File: src/rtl/idfs_pkg.sv
// Shared constants, types and codes of the isochronous descriptor frame scheduler.
`timescale 1ns / 1ps

package idfs_pkg;

    // Sizes of the slot ring and the frame list.
    localparam int SLOT_COUNT      = 8;
    localparam int FRAME_LIST_SIZE = 1024;
    localparam int MAX_PACKET      = 1023;
    localparam int RESULT_CAP      = 8;

    // Derived widths.
    localparam int SLOT_W = (SLOT_COUNT > 1) ? $clog2(SLOT_COUNT) : 1;
    localparam int NCNT_W = $clog2(RESULT_CAP + 1);

    // Token constants.
    localparam logic [7:0]  PID_IN   = 8'h69;
    localparam logic [7:0]  PID_OUT  = 8'he1;
    localparam logic [10:0] LEN_NONE = 11'h7ff;

    // Command codes of an input word.
    typedef enum logic [1:0] {
        OP_QUEUE    = 2'd0,
        OP_START    = 2'd1,
        OP_COMPLETE = 2'd2,
        OP_NONE     = 2'd3
    } idfs_op_t;

    // Outcome codes of a result word.
    typedef enum logic [3:0] {
        OC_QUEUED    = 4'd0,
        OC_NO_FREE   = 4'd1,
        OC_STARTED   = 4'd2,
        OC_DROPPED   = 4'd3,
        OC_NONE      = 4'd4,
        OC_DONE_OK   = 4'd5,
        OC_DONE_ERR  = 4'd6,
        OC_TIMEOUT   = 4'd7,
        OC_PENDING   = 4'd8,
        OC_SLOT_IDLE = 4'd9
    } idfs_outcome_t;

    // Configuration register indexes.
    typedef enum logic [1:0] {
        REG_INTERVAL  = 2'd0,
        REG_DEV_ADDR  = 2'd1,
        REG_ENDPOINT  = 2'd2,
        REG_DIR_IN    = 2'd3
    } idfs_reg_t;

    // Controller states.
    typedef enum logic [2:0] {
        ST_IDLE,
        ST_QSCAN,
        ST_QFRAME,
        ST_QWRITE,
        ST_QFULL,
        ST_START,
        ST_COMP
    } idfs_state_t;

    // Commands from the controller to the datapath.
    typedef struct packed {
        logic load;
        logic step;
        logic frame_calc;
        logic q_commit;
        logic q_full;
        logic s_emit;
        logic s_none;
        logic c_emit;
    } idfs_cmd_t;

    // Status from the datapath to the controller.
    typedef struct packed {
        logic free_here;
        logic elig_here;
        logic none_to_start;
        logic scan_end;
        logic start_last;
        logic out_free;
    } idfs_status_t;

endpackage

File: src/rtl/idfs_in_if.sv
// Input channel: one command word with its operands.
`timescale 1ns / 1ps

interface idfs_in_if;
    logic        valid;
    logic        ready;
    logic [1:0]  command;
    logic [31:0] requested_frame;
    logic [15:0] request_length;
    logic        has_buffer;
    logic [31:0] host_frame;
    logic [2:0]  slot_index;
    logic [31:0] status_word;

    modport source (
        output valid, command, requested_frame, request_length, has_buffer,
               host_frame, slot_index, status_word,
        input  ready
    );

    modport sink (
        input  valid, command, requested_frame, request_length, has_buffer,
               host_frame, slot_index, status_word,
        output ready
    );
endinterface

File: src/rtl/idfs_out_if.sv
// Output channel: one result word.
`timescale 1ns / 1ps

interface idfs_out_if;
    logic        valid;
    logic        ready;
    logic [3:0]  outcome;
    logic [2:0]  result_slot;
    logic [31:0] scheduled_frame;
    logic [31:0] token_word;
    logic [9:0]  packet_length;
    logic [10:0] actual_length;
    logic        last;

    modport source (
        output valid, outcome, result_slot, scheduled_frame, token_word,
               packet_length, actual_length, last,
        input  ready
    );

    modport sink (
        input  valid, outcome, result_slot, scheduled_frame, token_word,
               packet_length, actual_length, last,
        output ready
    );
endinterface

File: src/rtl/idfs_ctrl.sv
// Controller state machine that sequences queue, start and complete commands.
`timescale 1ns / 1ps

module idfs_ctrl (
    input  logic                  clk,
    input  logic                  rst_n,
    input  logic                  in_valid,
    input  idfs_pkg::idfs_op_t    in_op,
    input  idfs_pkg::idfs_status_t status,
    output logic                  in_ready,
    output idfs_pkg::idfs_cmd_t   cmd
);
    import idfs_pkg::*;

    idfs_state_t state_reg;
    idfs_state_t state_next;

    // State register.
    always_ff @(posedge clk or negedge rst_n)
    begin
        if (!rst_n)
        begin
            state_reg <= ST_IDLE;
        end
        else
        begin
            state_reg <= state_next;
        end
    end

    // Next state.
    always_comb
    begin
        state_next = state_reg;
        case (state_reg)
            ST_IDLE:
            begin
                if (in_valid)
                begin
                    case (in_op)
                        OP_QUEUE:    state_next = ST_QSCAN;
                        OP_START:    state_next = ST_START;
                        OP_COMPLETE: state_next = ST_COMP;
                        default:     state_next = ST_IDLE;
                    endcase
                end
            end
            ST_QSCAN:
            begin
                if (status.free_here)
                begin
                    state_next = ST_QFRAME;
                end
                else if (status.scan_end)
                begin
                    state_next = ST_QFULL;
                end
            end
            ST_QFRAME:
            begin
                state_next = ST_QWRITE;
            end
            ST_QWRITE, ST_QFULL, ST_COMP:
            begin
                if (status.out_free)
                begin
                    state_next = ST_IDLE;
                end
            end
            ST_START:
            begin
                if (status.none_to_start)
                begin
                    if (status.out_free)
                    begin
                        state_next = ST_IDLE;
                    end
                end
                else if (status.elig_here && status.out_free && status.start_last)
                begin
                    state_next = ST_IDLE;
                end
            end
            default:
            begin
                state_next = ST_IDLE;
            end
        endcase
    end

    // Outputs.
    always_comb
    begin
        in_ready = 1'b0;
        cmd      = '0;
        case (state_reg)
            ST_IDLE:
            begin
                in_ready = 1'b1;
                cmd.load = in_valid;
            end
            ST_QSCAN:
            begin
                cmd.step = !status.free_here && !status.scan_end;
            end
            ST_QFRAME:
            begin
                cmd.frame_calc = 1'b1;
            end
            ST_QWRITE:
            begin
                cmd.q_commit = status.out_free;
            end
            ST_QFULL:
            begin
                cmd.q_full = status.out_free;
            end
            ST_START:
            begin
                if (status.none_to_start)
                begin
                    cmd.s_none = status.out_free;
                end
                else if (status.elig_here)
                begin
                    cmd.s_emit = status.out_free;
                    cmd.step   = status.out_free;
                end
                else
                begin
                    cmd.step = 1'b1;
                end
            end
            ST_COMP:
            begin
                cmd.c_emit = status.out_free;
            end
            default:
            begin
                cmd = '0;
            end
        endcase
    end

endmodule

File: src/rtl/idfs_dp.sv
// Datapath: slot store, frame arithmetic, token building and result register.
`timescale 1ns / 1ps

module idfs_dp (
    input  logic                   clk,
    input  logic                   rst_n,
    input  idfs_pkg::idfs_cmd_t    cmd,
    output idfs_pkg::idfs_status_t status,
    // Configuration writes
    input  logic                   wr_en,
    input  logic [1:0]             wr_index,
    input  logic [15:0]            wr_data,
    // Input word operands
    input  logic [1:0]             in_command,
    input  logic [31:0]            in_requested_frame,
    input  logic [15:0]            in_request_length,
    input  logic                   in_has_buffer,
    input  logic [31:0]            in_host_frame,
    input  logic [2:0]             in_slot_index,
    input  logic [31:0]            in_status_word,
    // Result word
    input  logic                   out_ready,
    output logic                   out_valid,
    output logic [3:0]             out_outcome,
    output logic [2:0]             out_result_slot,
    output logic [31:0]            out_scheduled_frame,
    output logic [31:0]            out_token_word,
    output logic [9:0]             out_packet_length,
    output logic [10:0]            out_actual_length,
    output logic                   out_last
);
    import idfs_pkg::*;

    // Configuration registers.
    logic [15:0] ivl_reg, ivl_next;
    logic [6:0]  addr_reg, addr_next;
    logic [3:0]  ep_reg, ep_next;
    logic        dir_reg, dir_next;

    // Latched operands of the current word.
    logic [31:0] req_reg, cur_reg, stat_reg;
    logic [15:0] len_reg;
    logic        buf_reg;
    logic [2:0]  sidx_reg;

    // Sequencing and scheduling state.
    logic [SLOT_W-1:0]     ptr_reg, ptr_next;
    logic [SLOT_W-1:0]     cnt_reg, cnt_next;
    logic [NCNT_W-1:0]     n_reg, n_next;
    logic [SLOT_W-1:0]     next_slot_reg, next_slot_next;
    logic [31:0]           pending_reg, pending_next;
    logic [31:0]           frame_reg, frame_next;
    logic [SLOT_COUNT-1:0] valid_reg, valid_next;
    logic [SLOT_COUNT-1:0] active_reg, active_next;

    // Slot store, written on each queue commit; it has no reset.
    logic [31:0] slot_frame_mem [SLOT_COUNT];
    logic [15:0] slot_len_mem   [SLOT_COUNT];
    logic        slot_buf_mem   [SLOT_COUNT];

    // Result register.
    logic        out_valid_reg, out_valid_next;
    logic [3:0]  outcome_reg, outcome_next;
    logic [2:0]  rslot_reg, rslot_next;
    logic [31:0] sframe_reg, sframe_next;
    logic [31:0] token_reg, token_next;
    logic [9:0]  plen_reg, plen_next;
    logic [10:0] alen_reg, alen_next;
    logic        last_reg, last_next;

    // Working values.
    logic [15:0]           ivl_eff;
    logic [31:0]           lead, win, cur_lead, diff, auto_frame, cand, fin;
    logic signed [33:0]    diff_s, lim_s;
    logic                  keep;
    logic [31:0]           rd_frame;
    logic [15:0]           rd_len;
    logic                  rd_buf;
    logic [9:0]            len_sat;
    logic [10:0]           field;
    logic [31:0]           token;
    logic                  drop, timed_out, err, slot_ok;
    logic [10:0]           actual;
    logic [SLOT_COUNT-1:0] elig, rest;
    logic [SLOT_W-1:0]     ptr_inc;
    logic [NCNT_W-1:0]     n_inc;
    logic                  emit;

    // Frame choice for a queued transfer.
    always_comb
    begin
        ivl_eff    = (ivl_reg == 16'd0) ? 16'd1 : ivl_reg;
        lead       = {13'd0, ivl_eff, 3'd0};
        win        = {14'd0, ivl_eff, 2'd0};
        cur_lead   = cur_reg + lead;
        diff       = req_reg - cur_reg;
        diff_s     = signed'({{2{diff[31]}}, diff});
        lim_s      = signed'(34'(FRAME_LIST_SIZE)) - signed'({2'b00, lead});
        keep       = (diff_s > 34'sd0) && (diff_s < lim_s);
        auto_frame = (pending_reg > cur_reg) ? pending_reg : cur_lead;
        cand       = (req_reg == 32'd0) ? auto_frame : (keep ? req_reg : cur_lead);
        fin        = (frame_reg < cur_reg) ? cur_lead : frame_reg;
    end

    // Slot read at the pointer, token and completion decode.
    always_comb
    begin
        rd_frame  = slot_frame_mem[ptr_reg];
        rd_len    = slot_len_mem[ptr_reg];
        rd_buf    = slot_buf_mem[ptr_reg];
        len_sat   = (rd_len > 16'(MAX_PACKET)) ? 10'(MAX_PACKET) : rd_len[9:0];
        drop      = (len_sat != 10'd0) && !rd_buf;
        field     = (len_sat != 10'd0) ? {1'b0, len_sat - 10'd1} : LEN_NONE;
        token     = {field, 2'b00, ep_reg, addr_reg, dir_reg ? PID_IN : PID_OUT};
        timed_out = cur_reg > (rd_frame + win);
        err       = stat_reg[17] || stat_reg[18] || stat_reg[20] || stat_reg[21];
        actual    = (stat_reg[10:0] == LEN_NONE) ? 11'd0 : stat_reg[10:0] + 11'd1;
        slot_ok   = (32'(sidx_reg) < 32'(SLOT_COUNT)) && active_reg[ptr_reg];
        elig      = valid_reg & ~active_reg;
        rest      = (elig >> ptr_reg) >> 1;
        ptr_inc   = (ptr_reg == SLOT_W'(SLOT_COUNT - 1)) ? '0 : ptr_reg + SLOT_W'(1);
        n_inc     = n_reg + NCNT_W'(1);
    end

    // Status toward the controller.
    always_comb
    begin
        status.free_here     = !valid_reg[ptr_reg] && !active_reg[ptr_reg];
        status.elig_here     = elig[ptr_reg];
        status.none_to_start = (n_reg == '0) && (elig == '0);
        status.scan_end      = (cnt_reg == SLOT_W'(SLOT_COUNT - 1));
        status.start_last    = (n_inc == NCNT_W'(RESULT_CAP)) || (rest == '0);
        status.out_free      = !out_valid_reg || out_ready;
    end

    assign emit = cmd.q_commit || cmd.q_full || cmd.s_emit || cmd.s_none || cmd.c_emit;

    // Next values of the control state and the result register.
    always_comb
    begin
        ivl_next       = ivl_reg;
        addr_next      = addr_reg;
        ep_next        = ep_reg;
        dir_next       = dir_reg;
        ptr_next       = ptr_reg;
        cnt_next       = cnt_reg;
        n_next         = n_reg;
        next_slot_next = next_slot_reg;
        pending_next   = pending_reg;
        frame_next     = frame_reg;
        valid_next     = valid_reg;
        active_next    = active_reg;
        out_valid_next = out_valid_reg && !out_ready;
        outcome_next   = outcome_reg;
        rslot_next     = rslot_reg;
        sframe_next    = sframe_reg;
        token_next     = token_reg;
        plen_next      = plen_reg;
        alen_next      = alen_reg;
        last_next      = last_reg;

        // Configuration writes.
        if (wr_en)
        begin
            case (idfs_reg_t'(wr_index))
                REG_INTERVAL: ivl_next  = wr_data;
                REG_DEV_ADDR: addr_next = wr_data[6:0];
                REG_ENDPOINT: ep_next   = wr_data[3:0];
                REG_DIR_IN:   dir_next  = wr_data[0];
                default:      ivl_next  = ivl_reg;
            endcase
        end

        // Pointer setup when a word is taken.
        if (cmd.load)
        begin
            case (idfs_op_t'(in_command))
                OP_QUEUE:
                begin
                    ptr_next = next_slot_reg;
                    cnt_next = '0;
                end
                OP_START:
                begin
                    ptr_next = '0;
                    n_next   = '0;
                end
                OP_COMPLETE:
                begin
                    ptr_next = SLOT_W'(in_slot_index);
                end
                default:
                begin
                    ptr_next = ptr_reg;
                end
            endcase
        end

        // Scan step.
        if (cmd.step)
        begin
            ptr_next = ptr_inc;
            cnt_next = cnt_reg + SLOT_W'(1);
        end

        if (cmd.frame_calc)
        begin
            frame_next = cand;
        end

        // Default result fields for any emitted word.
        if (emit)
        begin
            out_valid_next = 1'b1;
            rslot_next     = 3'(ptr_reg);
            sframe_next    = rd_frame;
            token_next     = '0;
            plen_next      = '0;
            alen_next      = '0;
            last_next      = 1'b1;
        end

        // Queue commit.
        if (cmd.q_commit)
        begin
            valid_next[ptr_reg] = 1'b1;
            next_slot_next      = ptr_inc;
            pending_next        = fin + {16'd0, ivl_eff};
            outcome_next        = OC_QUEUED;
            sframe_next         = fin;
        end

        if (cmd.q_full)
        begin
            outcome_next = OC_NO_FREE;
            rslot_next   = '0;
            sframe_next  = '0;
        end

        // Start or drop one slot.
        if (cmd.s_emit)
        begin
            n_next    = n_inc;
            plen_next = len_sat;
            last_next = status.start_last;
            if (drop)
            begin
                valid_next[ptr_reg] = 1'b0;
                outcome_next        = OC_DROPPED;
            end
            else
            begin
                active_next[ptr_reg] = 1'b1;
                outcome_next         = OC_STARTED;
                token_next           = token;
            end
        end

        if (cmd.s_none)
        begin
            outcome_next = OC_NONE;
            rslot_next   = '0;
            sframe_next  = '0;
        end

        // Completion check.
        if (cmd.c_emit)
        begin
            if (!slot_ok)
            begin
                outcome_next = OC_SLOT_IDLE;
                rslot_next   = sidx_reg;
                sframe_next  = '0;
            end
            else if (stat_reg[23])
            begin
                if (timed_out)
                begin
                    active_next[ptr_reg] = 1'b0;
                    valid_next[ptr_reg]  = 1'b0;
                    outcome_next         = OC_TIMEOUT;
                end
                else
                begin
                    outcome_next = OC_PENDING;
                end
            end
            else
            begin
                active_next[ptr_reg] = 1'b0;
                valid_next[ptr_reg]  = 1'b0;
                outcome_next         = err ? OC_DONE_ERR : OC_DONE_OK;
                alen_next            = actual;
            end
        end
    end

    // Control registers.
    always_ff @(posedge clk or negedge rst_n)
    begin
        if (!rst_n)
        begin
            ivl_reg       <= 16'd1;
            addr_reg      <= '0;
            ep_reg        <= '0;
            dir_reg       <= 1'b0;
            ptr_reg       <= '0;
            cnt_reg       <= '0;
            n_reg         <= '0;
            next_slot_reg <= '0;
            pending_reg   <= '0;
            valid_reg     <= '0;
            active_reg    <= '0;
            out_valid_reg <= 1'b0;
        end
        else
        begin
            ivl_reg       <= ivl_next;
            addr_reg      <= addr_next;
            ep_reg        <= ep_next;
            dir_reg       <= dir_next;
            ptr_reg       <= ptr_next;
            cnt_reg       <= cnt_next;
            n_reg         <= n_next;
            next_slot_reg <= next_slot_next;
            pending_reg   <= pending_next;
            valid_reg     <= valid_next;
            active_reg    <= active_next;
            out_valid_reg <= out_valid_next;
        end
    end

    // Payload registers and operand capture.
    always_ff @(posedge clk)
    begin
        if (cmd.load)
        begin
            req_reg  <= in_requested_frame;
            len_reg  <= in_request_length;
            buf_reg  <= in_has_buffer;
            cur_reg  <= in_host_frame;
            sidx_reg <= in_slot_index;
            stat_reg <= in_status_word;
        end
        frame_reg   <= frame_next;
        outcome_reg <= outcome_next;
        rslot_reg   <= rslot_next;
        sframe_reg  <= sframe_next;
        token_reg   <= token_next;
        plen_reg    <= plen_next;
        alen_reg    <= alen_next;
        last_reg    <= last_next;
    end

    // Slot store write on queue commit.
    always_ff @(posedge clk)
    begin
        if (cmd.q_commit)
        begin
            slot_frame_mem[ptr_reg] <= fin;
            slot_len_mem[ptr_reg]   <= len_reg;
            slot_buf_mem[ptr_reg]   <= buf_reg;
        end
    end

    assign out_valid           = out_valid_reg;
    assign out_outcome         = outcome_reg;
    assign out_result_slot     = rslot_reg;
    assign out_scheduled_frame = sframe_reg;
    assign out_token_word      = token_reg;
    assign out_packet_length   = plen_reg;
    assign out_actual_length   = alen_reg;
    assign out_last            = last_reg;

endmodule

File: src/rtl/iso_descriptor_frame_scheduler.sv
// Top level of the isochronous descriptor frame scheduler.
// One command word is taken at a time; the block takes the next word only once the
// previous one has been fully worked off, while its last result may still sit in the
// output register. A queue word runs a round-robin search for a free slot, one slot per
// cycle from the slot after the last one queued, then a registered frame calculation
// and the write of the slot; if no slot is free, the search ends in a no-free result.
// A start word scans the slots from slot 0, starting or dropping each eligible slot,
// and emits up to eight results; a complete word checks one slot. Every cycle that
// emits a result waits while the output register is still full. Configuration writes
// are taken at any time but are meant for an idle block. There is no clearing pass
// after reset.
`timescale 1ns / 1ps

module iso_descriptor_frame_scheduler (
    input  logic            clk,
    input  logic            rst_n,
    idfs_in_if.sink         items,
    idfs_out_if.source      results,
    input  logic            wr_en,
    input  logic [1:0]      wr_index,
    input  logic [15:0]     wr_data
);
    import idfs_pkg::*;

    idfs_cmd_t    cmd;
    idfs_status_t status;
    logic         ready;

    // Sequencer.
    idfs_ctrl u_ctrl (
        .clk      (clk),
        .rst_n    (rst_n),
        .in_valid (items.valid),
        .in_op    (idfs_op_t'(items.command)),
        .status   (status),
        .in_ready (ready),
        .cmd      (cmd)
    );

    assign items.ready = ready;

    // Slot store and arithmetic.
    idfs_dp u_dp (
        .clk                 (clk),
        .rst_n               (rst_n),
        .cmd                 (cmd),
        .status              (status),
        .wr_en               (wr_en),
        .wr_index            (wr_index),
        .wr_data             (wr_data),
        .in_command          (items.command),
        .in_requested_frame  (items.requested_frame),
        .in_request_length   (items.request_length),
        .in_has_buffer       (items.has_buffer),
        .in_host_frame       (items.host_frame),
        .in_slot_index       (items.slot_index),
        .in_status_word      (items.status_word),
        .out_ready           (results.ready),
        .out_valid           (results.valid),
        .out_outcome         (results.outcome),
        .out_result_slot     (results.result_slot),
        .out_scheduled_frame (results.scheduled_frame),
        .out_token_word      (results.token_word),
        .out_packet_length   (results.packet_length),
        .out_actual_length   (results.actual_length),
        .out_last            (results.last)
    );

endmodule
File: src/flat_wrapper.sv
// flat-port wrapper written by rule: the top's interface ports become plain ports
module iso_descriptor_frame_scheduler_flat import idfs_pkg::*;
  (clk, rst_n, wr_en, wr_index, wr_data, items_valid, items_command, items_requested_frame, items_request_length, items_has_buffer, items_host_frame, items_slot_index, items_status_word, items_ready, results_valid, results_outcome, results_result_slot, results_scheduled_frame, results_token_word, results_packet_length, results_actual_length, results_last, results_ready);
  idfs_in_if items_i ();
  idfs_out_if results_i ();
  input  logic clk;
  input  logic rst_n;
  input  logic wr_en;
  input  logic [1:0] wr_index;
  input  logic [15:0] wr_data;
  input wire logic [$bits(items_i.valid)-1:0] items_valid;
  input wire logic [$bits(items_i.command)-1:0] items_command;
  input wire logic [$bits(items_i.requested_frame)-1:0] items_requested_frame;
  input wire logic [$bits(items_i.request_length)-1:0] items_request_length;
  input wire logic [$bits(items_i.has_buffer)-1:0] items_has_buffer;
  input wire logic [$bits(items_i.host_frame)-1:0] items_host_frame;
  input wire logic [$bits(items_i.slot_index)-1:0] items_slot_index;
  input wire logic [$bits(items_i.status_word)-1:0] items_status_word;
  output wire logic [$bits(items_i.ready)-1:0] items_ready;
  output wire logic [$bits(results_i.valid)-1:0] results_valid;
  output wire logic [$bits(results_i.outcome)-1:0] results_outcome;
  output wire logic [$bits(results_i.result_slot)-1:0] results_result_slot;
  output wire logic [$bits(results_i.scheduled_frame)-1:0] results_scheduled_frame;
  output wire logic [$bits(results_i.token_word)-1:0] results_token_word;
  output wire logic [$bits(results_i.packet_length)-1:0] results_packet_length;
  output wire logic [$bits(results_i.actual_length)-1:0] results_actual_length;
  output wire logic [$bits(results_i.last)-1:0] results_last;
  input wire logic [$bits(results_i.ready)-1:0] results_ready;
  assign items_i.valid = items_valid;
  assign items_i.command = items_command;
  assign items_i.requested_frame = items_requested_frame;
  assign items_i.request_length = items_request_length;
  assign items_i.has_buffer = items_has_buffer;
  assign items_i.host_frame = items_host_frame;
  assign items_i.slot_index = items_slot_index;
  assign items_i.status_word = items_status_word;
  assign items_ready = items_i.ready;
  assign results_valid = results_i.valid;
  assign results_outcome = results_i.outcome;
  assign results_result_slot = results_i.result_slot;
  assign results_scheduled_frame = results_i.scheduled_frame;
  assign results_token_word = results_i.token_word;
  assign results_packet_length = results_i.packet_length;
  assign results_actual_length = results_i.actual_length;
  assign results_last = results_i.last;
  assign results_i.ready = results_ready;
  iso_descriptor_frame_scheduler u_core (.clk(clk), .rst_n(rst_n), .items(items_i), .results(results_i), .wr_en(wr_en), .wr_index(wr_index), .wr_data(wr_data));
endmodule
File: config.mk
export PLATFORM = sky130hd
export DESIGN_NAME = iso_descriptor_frame_scheduler_flat
export DESIGN_NICKNAME = d
export VERILOG_FILES = /design/src/rtl/idfs_pkg.sv /design/src/rtl/idfs_in_if.sv /design/src/rtl/idfs_out_if.sv /design/src/rtl/idfs_ctrl.sv /design/src/rtl/idfs_dp.sv /design/src/rtl/iso_descriptor_frame_scheduler.sv /design/src/flat_wrapper.sv
export SDC_FILE = /design/constraint.sdc
export NUM_CORES = 1
export LEC_CHECK = 0
export BUFFER_PORTS_ARGS = -buffer_cell sky130_fd_sc_hd__buf_2
export CORE_MARGIN = 2
export CORE_UTILIZATION = 45
export DETAILED_ROUTE_END_ITERATION = 6
export PLACE_DENSITY = 0.7
export SLEW_MARGIN = 20
export SYNTH_ARGS = -nofsm -noshare
export SYNTH_HDL_FRONTEND = slang
export SYNTH_SLANG_ARGS = --single-unit
File: constraint.sdc
create_clock -name clk -period 9.3 [get_ports clk]
set_input_delay 1.86 -clock clk [delete_from_list [all_inputs] [get_ports clk]]
set_output_delay 1.86 -clock clk [all_outputs]
set_load 0.01 [all_outputs]
==> impl_summary.txt <==
----------------------------------------------------
[Finish]
  Biggest regs ... u_core.u_dp.slot_frame_mem: 256 flops, u_core.u_dp.slot_len_mem: 128 flops
  Number of flip-flops under the largest register name ... 256
  Total of fill cells in the finished design ... 6722
  Area of all sequential standard cells ... 20080 um^2
  Top register by number of flip-flops ... u_core.u_dp.slot_frame_mem
  Fraction of layout cells with a size suffix above 1 ... 0.1560
  Area of the multi-input gates ... 14950 um^2
  Net count reported at finish ... 3579
  Synth-to-layout area growth ... 13.51%
  Final Non-Filler Cells ... 4334
  Total non-filler cell area in the finished layout ... 40730 um^2

[Setup path]
  Depth of the worst register-to-register path ... 27
  Launching element of the worst setup path ... u_core.u_dp.ptr_reg[1]
  Origin of the critical flop-to-flop path ... u_core.u_dp.ptr_reg[1]
  Kind of end point of the critical path ... register
  Endpoint of the most critical setup path ... u_core.u_dp.valid_reg[4]
  Largest fanout on the critical path ... 23
  FF-to-FF End ... u_core.u_dp.valid_reg[4]
  Setup Crit Path Kind ... register to register
  CP most frequent cell ... nand2_1
  Largest stage delay, worst path ... 650 ps
  Category of the worst setup path launch point ... register
  Critical path required time ... 9860 ps
  Worst-case register-to-register setup slack ... 820 ps
  Slowest cell on the critical path ... nor4_1
  Data arrival time of the worst path ... 9040 ps

[Clocking]
  Clock buffer count from CTS ... 75
  CTS tree ... yes
  Deepest clock path buffer count ... 3
  Register clock-pin slew on the reported worst setup and hold paths ... 60 ps
  CTS Root Cell ... clkbuf_16
  Clock sink count ... 710
  H-Tree Level Count ... 3
  Total of hold buffers inserted after clock tree synthesis ... 0
  Resized cells post-CTS ... 0
  Setup bufs post-CTS ... 0
  Source-to-sink clock delay at the later pin of the worst-skew pair ... 640 ps

[Placement]
  Count of input and output buffers ... 219
  DP HPWL ... 70080 um
  Total placed instance area ... 38190 um^2
  Placer's final routability congestion estimate ... 0.8991
  Total placed cells including tap cells ... 4191

[Timing]
  Post-Route Skew ... 28.53 ps
  Tightest Pin Transition ... 1119 ps
  Final Hold Viols ... 0
  Setup violations, final ... 0
  Max Slew Vio Count ... 0
  Fin crit period ... 8483 ps
  Total Negative Setup Slacks ... 0 ps
  Timing-limited maximum frequency ... 0.1179 GHz
  Final clock period utilization by the worst path ... 0.9122
  Setup repair after global routing missed its margin ... false
  Slew headroom ... 0.2462

[Synth]
  Most common cell in the synthesized netlist ... edfxtp_1
  Main synth FF type ... edfxtp_1
  Top cell type's share of synthesized area ... 0.4510
  Cell types with the highest counts after synthesis ... edfxtp_1, nand2_1, ha_1, nor2_1, a21oi_1
  Flip-flop and latch count after synthesis ... 710
  Number of distinct library cells after synthesis ... 105
  Number of warnings reported in the yosys synthesis log ... 0
  Xor-xnor portion of the synthesized cell area ... 0.02831
  Cell types with the largest area share after synthesis ... edfxtp_1, ha_1, dfrtp_1
  Post-Synth Simple-Gate Area ... 0.1143
  Main combinational cell family by area after synthesis ... compound AO/OA/AOI/OAI gates
  Mux cell area share after synthesis ... 0.03877
  Netlist area before placement ... 35880 um^2
  Synthesized Nets ... 3354
  Share of the yosys chip area belonging to registers ... 0.5594
  Gate count after technology mapping ... 2994
  Largest area contributor in the synthesized netlist ... edfxtp_1
  Per-instance average area after synthesis ... 11.99 um^2
  Compound-Gate Fraction of Synth Area ... 0.1550
  Post-synth EDFFs ... 539
  Fraction of synthesis flops using an asynchronous set or reset pin ... 0.1310
  Adder-cell area share of the yosys netlist ... 0.07720

[Route]
  Vias post-DR ... 25840
  DRC violation count after routing ... 0
  Wirelength, routed ... 98810 um
  Detail-routed net length per standard cell ... 22.80 um
  Number of violations reported at the end of detailed-routing iteration 0 ... 2644
  Via/cell ratio ... 5.962
  Final antenna-violating net count ... 0
  Pre-antenna DRT Iters ... 6

[Power]
  Cell area power density ... 345.8 nW/um^2
  P_leak ... 16.04 nW
  Overall power of the completed layout ... 14.08 mW
  Peak supply drop ... 0.0001798 V

[Global routing]
  Gr usage total ... 0.2368
  Initial antenna violation count ... 5
  Remaining global-route overflow ... 0
  Wire length of the first global-routing pass ... 148800 um
  Vias in the first global route ... 24506
  Largest net degree at the start of global routing ... 62

[Die]
  DIE AREA ... 82020 um^2
  Initial core utilization ... 0.4542
  Die Span Y ... 286.4 um
  Total number of placement rows ... 103
  Top-level port count ... 236
  Core Footprint ... 79000 um^2
  Die W ... 286.4 um

[Hold path]
  HP Start ... u_core.u_dp.out_token_word[0]
  Hold Crit Class ... register to register

[Run status]
  Run status ... complete, no violations

[Job]
  Maximum capacitance violations ... 0

----------------------------------------------------
layout by cell type, fill, tap and decap left out, drive strengths merged, types with 63 or more instances in the layout:
master	synthesis	layout
a21o	68	68
a21oi	152	152
buf	49	276
clkbuf	74	100
dfrtp	92	92
dfxtp	78	78
edfxtp	539	539
ha	215	215
inv	89	95
nand2	286	286
nand3	73	73
nor2	176	176
o21ai	146	146
xor2	63	63
how the worst min path moves through the flow:
stage	depth (start not counted)	slack [ps]	end
3_3_place_gp	2	430	u_core.u_dp.out_token_word[0]
4_1_cts	2	440	u_core.u_dp.out_token_word[6]
3_5_place_dp	2	430	u_core.u_dp.out_token_word[6]
6_report	2	440	u_core.u_dp.out_token_word[0]
5_1_grt	2	460	u_core.u_dp.out_token_word[6]
2_1_floorplan	2	420	u_core.u_dp.out_result_slot[0]
critical path: cells and delay by family, from the launching register on:
kind / cells / cell delay (ps)
AND/OR/NAND/NOR: 13 / 4180
buffers and inverters: 1 / 540
AO/OA/AOI/OAI: 10 / 2180
flip-flops: 1 / 630
adder cells (fa/ha/maj): 2 / 720
XOR/XNOR: 1 / 120
cell type report:
| cell class | count | area share |
|---|---|---|
| multi-input combinational | 2067 | 0.3670 |
| antenna | 2 | 0.0001229 |
| sequential | 710 | 0.4929 |
| clock inverter | 40 | 0.01186 |
| timing repair buffer | 276 | 0.03778 |
| tap | 1050 | 0.03225 |
| inverter | 89 | 0.008201 |
| clock buffer | 100 | 0.04988 |
report_power, final:
part	total (mW)	switching (mW)	internal, mW
Sequential	4.67	0.466	4.21
Clock	3.05	1.27	1.78
Combinational	6.36	3.96	2.40
metal layers:
metal  track usage  up-vias  wire length, um
li1              -    11992                -
met1        0.3334    12682            43420
met2        0.3683     1017            44710
met3       0.04714      147             8060
met4       0.07723        2             2598
met5             0        -               18
per-stage QoR:
stage                     hold slack, ps    util  worst slack, ps
after floorplan                    417.8       -             2608
after global placement             427.8  0.4834             1122
after detailed placement           432.3  0.4834             1074
after CTS                          442.2  0.5152            995.4
after global routing               464.2  0.5156            310.8
final                              437.7  0.5156            816.9
kinds of logic after synthesis:
| logic type | count (synthesis) |
|---|---|
| AOI/OAI and AO/OA | 789 |
| muxes | 103 |
| xor gates and xnor gates | 116 |
| buffers and inverters | 217 |
| adders and majority gates | 219 |
| DFF | 710 |
| and+or+nand+nor | 840 |
(Power assumes the default switching activity.)
